**config.mk**
```make
export PLATFORM = sky130hd
export DESIGN_NAME = next_prime_search_flat
export DESIGN_NICKNAME = d
export VERILOG_FILES = /design/src/rtl/nps_pkg.sv /design/src/rtl/nps_if.sv /design/src/rtl/nps_divider.sv /design/src/rtl/next_prime_search.sv /design/src/flat_wrapper.sv
export SDC_FILE = /design/constraint.sdc
export NUM_CORES = 1
export LEC_CHECK = 0
export ABC_AREA = 0
export BUFFER_PORTS_ARGS = -buffer_cell sky130_fd_sc_hd__clkbuf_2
export CAP_MARGIN = 20
export CORE_MARGIN = 2
export CORE_UTILIZATION = 50
export CTS_CLUSTER_DIAMETER = 100
export CTS_CLUSTER_SIZE = 8
export DETAILED_ROUTE_END_ITERATION = 6
export PLACE_DENSITY = 0.73
export SYNTH_ARGS = -nofsm -noshare
export SYNTH_HDL_FRONTEND = slang
export SYNTH_SLANG_ARGS = --single-unit
```
**constraint.sdc**
```tcl
create_clock -name clk_i -period 4.7 [get_ports clk_i]
set_input_delay 0.705 -clock clk_i [delete_from_list [all_inputs] [get_ports clk_i]]
set_output_delay 0.705 -clock clk_i [all_outputs]
set_load 0.01 [all_outputs]
```
**src/rtl/nps_pkg.sv**
```systemverilog
// package for the next prime search block: defaults, constants and sequencer states
`default_nettype none

package nps_pkg;

  // default width of the value path
  localparam int unsigned VALUE_BITS_DEF = 31;

  // trial division constants
  localparam int unsigned FIRST_WHEEL_DIV = 5;
  localparam int unsigned WHEEL_STEP      = 6;
  localparam int unsigned PAIR_OFFSET     = 2;

  typedef enum logic [2:0] {
    S_IDLE,
    S_TEST,
    S_DIV3,
    S_LOOP,
    S_DIVA,
    S_DIVB,
    S_ADVANCE,
    S_DONE
  } nps_state_e;

endpackage

`default_nettype wire

```
**src/rtl/nps_if.sv**
```systemverilog
// valid/ready channel interfaces for the next prime search block
`default_nettype none

interface nps_in_if #(
  parameter int unsigned WIDTH = 31
);
  logic             valid;
  logic             ready;
  logic [WIDTH-1:0] start_value;

  modport source (output valid, output start_value, input ready);
  modport sink   (input valid, input start_value, output ready);
endinterface

interface nps_out_if #(
  parameter int unsigned WIDTH = 31
);
  logic             valid;
  logic             ready;
  logic [WIDTH-1:0] prime_found;
  logic             overflow;

  modport source (output valid, output prime_found, output overflow, input ready);
  modport sink   (input valid, input prime_found, input overflow, output ready);
endinterface

`default_nettype wire

```
**src/rtl/nps_divider.sv**
```systemverilog
// restoring remainder unit, one quotient bit per cycle
`default_nettype none

module nps_divider #(
  parameter int unsigned WIDTH = 31
) (
  input  wire logic             clk_i,
  input  wire logic             rst_ni,
  input  wire logic             start_i,
  input  wire logic [WIDTH-1:0] dividend_i,
  input  wire logic [WIDTH-1:0] divisor_i,
  output logic                  done_o,
  output logic      [WIDTH-1:0] remainder_o
);

  localparam int unsigned CntW = $clog2(WIDTH + 1);

  logic            busy_q, busy_d;
  logic            done_q, done_d;
  logic [CntW-1:0] cnt_q, cnt_d;
  logic [WIDTH-1:0] quo_q, dvs_q, rem_q;
  logic [WIDTH:0]   shifted, diff;

  assign shifted = {rem_q, quo_q[WIDTH-1]};
  assign diff    = shifted - {1'b0, dvs_q};

  always_comb begin
    busy_d = busy_q;
    done_d = 1'b0;
    cnt_d  = cnt_q;
    if (start_i) begin
      busy_d = 1'b1;
      cnt_d  = CntW'(WIDTH);
    end else if (busy_q) begin
      cnt_d = cnt_q - CntW'(1);
      if (cnt_q == CntW'(1)) begin
        busy_d = 1'b0;
        done_d = 1'b1;
      end
    end
  end

  always_ff @(posedge clk_i or negedge rst_ni) begin
    if (!rst_ni) begin
      busy_q <= 1'b0;
      done_q <= 1'b0;
      cnt_q  <= '0;
    end else begin
      busy_q <= busy_d;
      done_q <= done_d;
      cnt_q  <= cnt_d;
    end
  end

  // datapath
  always_ff @(posedge clk_i) begin
    if (start_i) begin
      quo_q <= dividend_i;
      dvs_q <= divisor_i;
      rem_q <= '0;
    end else if (busy_q) begin
      quo_q <= {quo_q[WIDTH-2:0], 1'b0};
      if (!diff[WIDTH]) begin
        rem_q <= diff[WIDTH-1:0];
      end else begin
        rem_q <= shifted[WIDTH-1:0];
      end
    end
  end

  assign done_o      = done_q;
  assign remainder_o = rem_q;

  a_rem_below_divisor: assert property (@(posedge clk_i) disable iff (!rst_ni)
    done_q |-> (rem_q < dvs_q) || (dvs_q == '0))
    else $error("remainder not below divisor");

  a_no_restart_busy: assert property (@(posedge clk_i) disable iff (!rst_ni)
    start_i |-> !busy_q)
    else $error("divider restarted while busy");

endmodule

`default_nettype wire

```
**src/rtl/next_prime_search.sv**
```systemverilog
// top level of the next prime search block: sequencer around a shared remainder unit
//
//   channel  dir  payload                           transaction
//   in_i     in   start_value                       one search request
//   out_o    out  prime_found, overflow             one result per request
//
// - one request at a time; in_i.ready is high only while the block is idle
// - each remainder is worked out in the shared divider, which sets the rate
// - an even candidate passes through S_TEST and S_ADVANCE, while 2 or 3 goes from S_TEST to S_DONE;
//   an odd one is divided by 3, then by each 6k+-1 pair up to its square root, and passes through
//   S_ADVANCE when rejected; gaps between primes multiply this
// - the result sits in an output register until out_o.ready; no request is taken meanwhile
// - asynchronous active-low reset returns the sequencer to idle
`default_nettype none

module next_prime_search
  import nps_pkg::*;
#(
  parameter int unsigned VALUE_BITS = VALUE_BITS_DEF
) (
  input  wire logic clk_i,
  input  wire logic rst_ni,
  nps_in_if.sink    in_i,
  nps_out_if.source out_o
);

  // square of the running divisor overshoots the candidate by a bounded amount
  localparam int unsigned SqBits = VALUE_BITS + 3;
  localparam logic [VALUE_BITS-1:0] TopValue = '1;

  nps_state_e state_q, state_d;

  logic [VALUE_BITS-1:0] cand_q, cand_d;
  logic [VALUE_BITS-1:0] div_q, div_d;       // current wheel divisor 6k-1
  logic [SqBits-1:0]     sq_q, sq_d;         // div_q squared, kept incrementally
  logic [VALUE_BITS-1:0] res_prime_q, res_prime_d;
  logic                  res_ovf_q, res_ovf_d;
  logic [VALUE_BITS-1:0] start_q, start_d;

  logic                  dv_start;
  logic [VALUE_BITS-1:0] dv_divisor;
  logic                  dv_done;
  logic [VALUE_BITS-1:0] dv_rem;

  nps_divider #(
    .WIDTH (VALUE_BITS)
  ) u_divider (
    .clk_i       (clk_i),
    .rst_ni      (rst_ni),
    .start_i     (dv_start),
    .dividend_i  (cand_q),
    .divisor_i   (dv_divisor),
    .done_o      (dv_done),
    .remainder_o (dv_rem)
  );

  always_comb begin
    state_d     = state_q;
    cand_d      = cand_q;
    div_d       = div_q;
    sq_d        = sq_q;
    res_prime_d = res_prime_q;
    res_ovf_d   = res_ovf_q;
    start_d     = start_q;
    dv_start    = 1'b0;
    dv_divisor  = div_q;

    unique case (state_q)
      S_IDLE: begin
        if (in_i.valid) begin
          start_d = in_i.start_value;
          if (in_i.start_value == TopValue) begin
            // nothing wider fits, report overflow straight away
            res_prime_d = '0;
            res_ovf_d   = 1'b1;
            state_d     = S_DONE;
          end else begin
            cand_d  = in_i.start_value + VALUE_BITS'(1);
            state_d = S_TEST;
          end
        end
      end

      S_TEST: begin
        if (cand_q < VALUE_BITS'(2)) begin
          state_d = S_ADVANCE;
        end else if (cand_q < VALUE_BITS'(4)) begin
          // two and three are prime
          res_prime_d = cand_q;
          res_ovf_d   = 1'b0;
          state_d     = S_DONE;
        end else if (!cand_q[0]) begin
          state_d = S_ADVANCE;
        end else begin
          dv_start   = 1'b1;
          dv_divisor = VALUE_BITS'(3);
          state_d    = S_DIV3;
        end
      end

      S_DIV3: begin
        if (dv_done) begin
          if (dv_rem == '0) begin
            state_d = S_ADVANCE;
          end else begin
            div_d   = VALUE_BITS'(FIRST_WHEEL_DIV);
            sq_d    = SqBits'(FIRST_WHEEL_DIV * FIRST_WHEEL_DIV);
            state_d = S_LOOP;
          end
        end
      end

      S_LOOP: begin
        if (sq_q > SqBits'(cand_q)) begin
          // no divisor up to the square root, candidate is prime
          res_prime_d = cand_q;
          res_ovf_d   = 1'b0;
          state_d     = S_DONE;
        end else begin
          dv_start   = 1'b1;
          dv_divisor = div_q;
          state_d    = S_DIVA;
        end
      end

      S_DIVA: begin
        if (dv_done) begin
          if (dv_rem == '0) begin
            state_d = S_ADVANCE;
          end else begin
            dv_start   = 1'b1;
            dv_divisor = div_q + VALUE_BITS'(PAIR_OFFSET);
            state_d    = S_DIVB;
          end
        end
      end

      S_DIVB: begin
        if (dv_done) begin
          if (dv_rem == '0) begin
            state_d = S_ADVANCE;
          end else begin
            // (d + 6)^2 = d^2 + 12d + 36
            div_d   = div_q + VALUE_BITS'(WHEEL_STEP);
            sq_d    = sq_q + (SqBits'(div_q) << 3) + (SqBits'(div_q) << 2)
                      + SqBits'(WHEEL_STEP * WHEEL_STEP);
            state_d = S_LOOP;
          end
        end
      end

      S_ADVANCE: begin
        if (cand_q == TopValue) begin
          res_prime_d = '0;
          res_ovf_d   = 1'b1;
          state_d     = S_DONE;
        end else begin
          cand_d  = cand_q + VALUE_BITS'(1);
          state_d = S_TEST;
        end
      end

      S_DONE: begin
        if (out_o.ready) begin
          state_d = S_IDLE;
        end
      end
    endcase
  end

  always_ff @(posedge clk_i or negedge rst_ni) begin
    if (!rst_ni) begin
      state_q <= S_IDLE;
    end else begin
      state_q <= state_d;
    end
  end

  // payload registers, no reset needed
  always_ff @(posedge clk_i) begin
    cand_q      <= cand_d;
    div_q       <= div_d;
    sq_q        <= sq_d;
    res_prime_q <= res_prime_d;
    res_ovf_q   <= res_ovf_d;
    start_q     <= start_d;
  end

  assign in_i.ready        = (state_q == S_IDLE);
  assign out_o.valid       = (state_q == S_DONE);
  assign out_o.prime_found = res_prime_q;
  assign out_o.overflow    = res_ovf_q;

  // overflow result carries a zero value
  a_ovf_zero: assert property (@(posedge clk_i) disable iff (!rst_ni)
    (out_o.valid && out_o.overflow) |-> (out_o.prime_found == '0))
    else $error("overflow result with non-zero value");

  // a found prime lies above the request
  a_above_start: assert property (@(posedge clk_i) disable iff (!rst_ni)
    (out_o.valid && !out_o.overflow) |-> (out_o.prime_found > start_q))
    else $error("result not above start value");

  // the divider only finishes while the sequencer waits on it
  a_done_in_wait: assert property (@(posedge clk_i) disable iff (!rst_ni)
    dv_done |-> (state_q == S_DIV3 || state_q == S_DIVA || state_q == S_DIVB))
    else $error("divider result outside a wait state");

  // a candidate under test is odd once trial division has begun
  a_odd_cand: assert property (@(posedge clk_i) disable iff (!rst_ni)
    (state_q == S_LOOP) |-> cand_q[0])
    else $error("even candidate in trial division");

endmodule

`default_nettype wire
```
**src/flat_wrapper.sv**
```systemverilog
// flat-port wrapper written by rule: the top's interface ports become plain ports
module next_prime_search_flat import nps_pkg::*;
#(
  parameter int unsigned VALUE_BITS = VALUE_BITS_DEF
)
  (clk_i, rst_ni, in_i_valid, in_i_start_value, in_i_ready, out_o_valid, out_o_prime_found, out_o_overflow, out_o_ready);
  nps_in_if in_i_i ();
  nps_out_if out_o_i ();
  input  wire logic clk_i;
  input  wire logic rst_ni;
  input wire logic [$bits(in_i_i.valid)-1:0] in_i_valid;
  input wire logic [$bits(in_i_i.start_value)-1:0] in_i_start_value;
  output wire logic [$bits(in_i_i.ready)-1:0] in_i_ready;
  output wire logic [$bits(out_o_i.valid)-1:0] out_o_valid;
  output wire logic [$bits(out_o_i.prime_found)-1:0] out_o_prime_found;
  output wire logic [$bits(out_o_i.overflow)-1:0] out_o_overflow;
  input wire logic [$bits(out_o_i.ready)-1:0] out_o_ready;
  assign in_i_i.valid = in_i_valid;
  assign in_i_i.start_value = in_i_start_value;
  assign in_i_ready = in_i_i.ready;
  assign out_o_valid = out_o_i.valid;
  assign out_o_prime_found = out_o_i.prime_found;
  assign out_o_overflow = out_o_i.overflow;
  assign out_o_i.ready = out_o_ready;
  next_prime_search #(.VALUE_BITS(VALUE_BITS)) u_core (.clk_i(clk_i), .rst_ni(rst_ni), .in_i(in_i_i), .out_o(out_o_i));
endmodule
```
**After elaboration in Yosys (flattened, before gate mapping)**

Index checks and enable logic that the tools add are counted.

- $add $sub $neg: 9
- Muxes and demuxes: 65
- Reductions and logical operators: 11
- Equal/unequal tests: 25
- Magnitude comparators: 3

Operators by type and width:

| cell | number |
|---|---|
| two-way mux 31 bit | 21 |
| case mux 31 bit (2 select lines) | 3 |
| two-way mux 34 bit | 4 |
| case mux 31 bit (4 select lines) | 1 |
| case mux 34 bit (2 select lines) | 1 |
| adder 31 x 1 -> 31 bit (second input constant) | 2 |
| == test 31 bit (second input constant) | 2 |
| adder 34 x 33 -> 34 bit | 1 |
| adder 34 bit | 1 |
| adder 34 x 6 -> 34 bit (second input constant) | 1 |
| > comparator 34 x 31 -> 1 bit | 1 |
| subtractor 32 x 31 -> 32 bit | 1 |
| adder 31 x 2 -> 31 bit (second input constant) | 1 |
| adder 31 x 3 -> 31 bit (second input constant) | 1 |
| logical NOT 31 bit | 1 |
| < comparator 31 x 2 -> 1 bit (second input constant) | 1 |
| < comparator 31 x 3 -> 1 bit (second input constant) | 1 |
| two-way mux 3 bit | 10 |
| case mux 3 bit (7 select lines) | 1 |
| two-way mux 1 bit | 18 |
| inequality test 2 bit (second input constant) | 9 |
| == test 3 bit (second input constant) | 4 |
| inequality test 2 x 1 -> 1 bit (second input constant) | 6 |
| two-way mux 5 bit | 2 |
| other kinds (14) | 19 |

- Logic and storage cells: 125
- Flip-flop bits (word level): 231

**Longest topological paths before layout**

- Word-level depth: 6
- Depth in mapped cells: 16
- Mapped depth without buffers: 16

**Cells and area by module**

A second synthesis with hierarchy kept.

- Cell total of the unflattened synthesis: 1733
- Area total of the unflattened synthesis: 16817.4 sq um

By module, submodules not included:

| module | seq. area each (sq um) | times used | area an instance (sq um) | cells an instance |
|---|---|---|---|---|
| next_prime_search | 3798.6 | 1 | 11024.3 | 1194 |
| nps_divider | 2657.5 | 1 | 5793.1 | 539 |

**Worst setup path before layout**

Ideal clock, no wire load.

- Path type: reg2reg
- From: reg u_core.state_q[2]
- To: reg u_core.div_q[10], enable pin
- Period minus slack after synthesis: 4491 ps
- Required time: 4200 ps
- Setup slack: 209 ps
- Path buffers: 2
- Cell stages (with the launch flop): 5
- Data arrival time: 3991 ps
- Cells stage by stage: dfrtp_1 > buf_2 > clkbuf_1 > or3_1 > a21oi_1

- Cells in the longest elaborated chain, start to end: 3
- Elaborated cells between the ends (all ways): 8
- Those cells by class: eq/ne (6); reduce/logical (2)

RTL lines:

| what | RTL line | source |
|---|---|---|
| start: declaration | next_prime_search.sv:31 | `nps_state_e state_q, state_d;` |
| start signal: assignment | next_prime_search.sv:175 | `state_q <= state_d;` |
| == test 3 bit / == test 3 x 2 -> 1 bit (equally long branches) | next_prime_search.sv:68 | `unique case (state_q)` |
| inequality test 2 bit (no line) / nonzero test 2 bit (equally long branches) | - |  |
| AND reduction 5 bit (no line) * | - |  |
| end signal: assignment | next_prime_search.sv:182 | `div_q <= div_d;` |
| end: declaration | next_prime_search.sv:34 | `logic [VALUE_BITS-1:0] div_q, div_d;` |

Mark *: on every way between the ends. The rest lies on a longest branch, timed or not.
A chain may end at the register's enable or synchronous reset.

**Worst setup path in the final report**

- From: reg u_core.div_q[3]
- To: reg u_core.sq_q[28] (data pin)

- Cells in the longest elaborated chain, start to end: 6

RTL lines:

| what | RTL line | source |
|---|---|---|
| adder 34 bit | next_prime_search.sv:145 | `sq_d = sq_q + (SqBits'(div_q) << 3) + (SqBits'(div_q) << 2)` |
| adder 34 x 33 -> 34 bit * | next_prime_search.sv:145 |  |
| adder 34 x 6 -> 34 bit * | next_prime_search.sv:146 | `+ SqBits'(WHEEL_STEP * WHEEL_STEP);` |
| two-way mux 34 bit * | next_prime_search.sv:140 | `if (dv_rem == '0) begin` |
| two-way mux 34 bit * | next_prime_search.sv:139 | `if (dv_done) begin` |
| case mux 34 bit (2 select lines) * | next_prime_search.sv:68 |  |
| end signal: assignment | next_prime_search.sv:183 | `sq_q <= sq_d;` |
| end: declaration | next_prime_search.sv:35 | `logic [SqBits-1:0] sq_q, sq_d;` |

Mark *: on every way between the ends. The rest lies on a longest branch, timed or not. The select of a mux whose other input is x is not followed.

==> impl_metrics.py <==
metrics = {
    "finish": {
        "fin_nets": 2029,
        "area_growth_pct": 10.59,
        "drive_above_1_share_pct": 8.454,
        "layout_common_cells": "edfxtp_1, nor2_1, inv_1",
        "diodes": 0,
        "final_common_cell": "edfxtp_1",
        "final_cells": 2299,
    },
    "timing": {
        "fin_crit_ns": 4.214,
        "finalSetupViolations": 0,
        "max-slew-margin-rel_pct": 37.18,
        "worst_slew_pin_slew_ns": 0.9423,
        "hold_viol": 0,
        "drv_slew": 0,
        "tns_ns": 0,
        "rsz0062_at_grt": "false",
        "fin_skew_ns": 0.02355,
        "worst_slack_ns": 0.4860,
        "period_share_pct": 89.66,
        "max_freq_mhz": 237.3,
    },
    "power_and_ir_drop": {
        "p_per_area_mw_per_mm2": 597.3,
        "power_leakage_nw": 7.431,
        "clkPwrFrac_pct": 21.0,
        "power.switching_mw": 4.383,
        "intPower_mw": 6.406,
        "sw_frac_of_total_pct": 40.62,
        "irDropWorstVdd_v": 0.0006252,
        "p_seq_share_pct": 32.6,
        "pwr-share-comb_pct": 46.4,
    },
    "worst_setup_path": {
        "crit_type": "register to register",
        "path_buf_inv": 2,
        "worstPathRequired_ns": 4.94,
        "rrSetupSlack_ns": 0.49,
        "worstPathMaxFanout": 9,
        "crit_arrival_ns": 4.45,
        "critPathTopFamily": "compound AO/OA/AOI/OAI gates",
        "r2r_start": "u_core.div_q[3]",
        "reg2reg_depth": 14,
        "startpoint_type": "register",
        "startpoint": "u_core.div_q[3]",
        "critical_path_depth": 14,
        "r2r-end": "u_core.sq_q[28]",
        "cp-end-kind": "register",
        "cp_cell_sequence": "inv_1 > fa_1 > inv_1 > ha_1 > ha_1 > nor2b_1 > o31a_1 > o31a_1 > a211o_1 > a31oi_1 > o311ai_1 > and3_1 > a2111oi_2 > nor3_1",
        "cp_slowest_stage_delay_ns": 0.53,
        "critPathSlowestCell": "edfxtp_1",
    },
    "synth": {
        "ys_seq_elements": 227,
        "synth_top_area_cell": "edfxtp_1",
        "async_reset_ff_share_pct": 4.405,
        "synth_top_cell_area_share_pct": 34.20,
        "yosys-top-cells-area": "edfxtp_1, ha_1, o21ai_0",
        "syn-cell-area_mm2": 0.01633,
        "yosysSeqAreaShare_pct": 39.53,
        "synth_edf_count": 186,
        "synthFlopType": "edfxtp_1",
        "syn-num-nets": 1973,
        "yosys_warnings": 0,
        "syn_inst": 1784,
        "synth.avg_cell_area_um2": 9.155,
        "synth_cell_types": 88,
    },
    "clock_network": {
        "cts_tree": "built",
        "ctsHoldBuffers": 0,
        "cts_resized": 0,
        "ctsRootBufferMaster": "clkbuf_16",
        "clockBufferDepth": 3,
        "cts_made_buffers": 34,
        "cts_setup_buffers": 0,
        "cts_sinks": 227,
        "cts_max_level": 2,
        "cts.clk_slew.worst_paths_ns": 0.06,
        "worstSkewPairLatency_ns": 0.52,
    },
    "placement": {
        "gp_congestion": 0.9290,
        "pre_cts_ws_ns": 0.5343,
        "dp.cells": 2246,
        "hpwl_um": 31250,
        "io_buffers": 68,
    },
    "detailed_routing": {
        "avgViaCountPerCell": 5.924,
        "finalWirelength_um": 42560,
        "wl_per_cell_um": 18.51,
        "vias": 13620,
        "ant_nets": 0,
        "first_pass_iters": 6,
        "drc": 0,
        "drtIter0Drc": 1411,
    },
    "die": {
        "core_mm2": 0.03237,
        "die_area_mm2": 0.03413,
        "die_x_um": 184.7,
        "ioPinCount": 69,
        "die_h_um": 184.7,
        "num_rows": 66,
        "start_util_pct": 50.45,
    },
    "job": {
        "cap_violations": 0,
    },
    "global_routing": {
        "grt_pass1_vias": 12990,
        "track_usage_pct": 25.15,
        "grt_overflow": 0,
        "antenna_found_initial": 0,
        "grt_start_max_net_pins": 66,
        "grt_first_pass_wirelength_um": 67940,
    },
    "worst_hold_path": {
        "min-delay-path-class": "primary input to asynchronous set/reset pin",
    },
    "run_status": {
        "status": "complete, no violations",
    },
}
==> cell families (layout without fill, tap and decap cells) <==
kind of cell	count (synthesis)	in the layout	share of synthesized area [%]
simple gates	580	580	16.95
compound gates	456	456	17.29
buf+inv	238	311	5.792
flops	227	227	39.53
fa+ha+maj	154	154	13.22
xor+xnor	99	99	5.355
mux	29	29	1.831
other cells	1	1	0.02296
==> sequential cells by signal, indices dropped and copies added (netlist names) <==
| name | cells |
|---|---|
| u_core.out_o.prime_found | 31 |
| u_core.sq_q | 31 |
| u_core.u_divider.remainder_o | 31 |
| u_core.div_q | 30 |
| u_core.u_divider.done_o | 1 |
| u_core.u_divider.dvs_q | 31 |
| u_core.out_o.overflow | 1 |
| u_core.u_divider.quo_q | 31 |
| u_core.u_divider.cnt_q | 5 |
| u_core.cand_q | 31 |
| u_core.state_q | 3 |
| u_core.u_divider.busy_q | 1 |
==> worst reg2reg max path, delay by kind of cell (launching register included) <==
family | cells | cell delay [ns]
simple gates | 3 | 0.48
flops | 1 | 0.53
fa+ha+maj | 3 | 1.13
buf+inv | 2 | 0.17
compound gates | 6 | 1.62
==> cell type report <==
class / count / area, µm²
fillers: 2881 / 14310
well taps: 442 / 553.0
inverters: 174 / 653.1
repair buffers: 84 / 460.4
flip-flops and latches: 227 / 6457
clock inverters: 4 / 70.07
multi-input cells: 1319 / 8960
clock buffers: 49 / 907.1
==> metal layers <==
layer  share of wire [%]  track usage [%]  up-vias
met5                   0                0        -
met3                 7.6            5.197       97
met1                  43            34.08     6495
met4                 3.3            8.952        0
met2                  46            40.00      527
li1                    -                -     6501
==> Yosys cell counts, types with 9 or more instances <==
| master | n |
|---|---|
| a21o_1 | 31 |
| nor2b_1 | 13 |
| nor3_1 | 39 |
| mux2i_1 | 25 |
| nor2_1 | 184 |
| edfxtp_1 | 186 |
| inv_1 | 173 |
| o21ai_1 | 9 |
| a211oi_1 | 33 |
| nand4_1 | 32 |
| clkbuf_1 | 38 |
| o21a_1 | 13 |
| o31ai_1 | 18 |
| nand2b_1 | 21 |
| nor4_1 | 21 |
| nand3_1 | 46 |
| or3_1 | 21 |
| ha_1 | 123 |
| buf_2 | 15 |
| and2_1 | 16 |
| a21oi_1 | 125 |
| o21ai_0 | 139 |
| fa_1 | 31 |
| o211ai_1 | 12 |
| a31oi_1 | 15 |
| dfrtp_1 | 10 |
| xor2_1 | 30 |
| and3_1 | 9 |
| nand2_1 | 150 |
| xnor2_1 | 68 |
| dfxtp_1 | 31 |
==> per-stage QoR <==
stage	cell area, µm²	hold slack [ns]	total power, mW	util (%)
floorplan	16330	0.4094	7.262	-
global placement	17080	0.4968	8.306	52.78
CTS	18060	0.05067	10.77	55.79
detailed placement	17080	0.4998	8.454	52.78
finish	18060	0.05406	10.79	55.79
global route	18060	0.06261	11.53	55.79
==> power by group through the flow <==
stage	clock network [mW]	logic (mW)	registers [mW]
floorplan	0	3.80	3.46
global placement	0	4.80	3.51
CTS	2.29	4.97	3.51
global route	2.39	5.56	3.58
detailed placement	0	4.92	3.54
finish	2.26	5.01	3.51
==> how the worst max path moves through the flow <==
stage / endpoint / slack (ns)
2_1_floorplan: u_core.div_q[10] / 0.21
3_3_place_gp: u_core.sq_q[28] / 0.60
3_5_place_dp: u_core.sq_q[28] / 0.53
4_1_cts: u_core.sq_q[28] / 0.52
5_1_grt: u_core.sq_q[28] / 0.21
6_report: u_core.sq_q[28] / 0.49
Note: power is estimated with default switching activity, not from simulation.
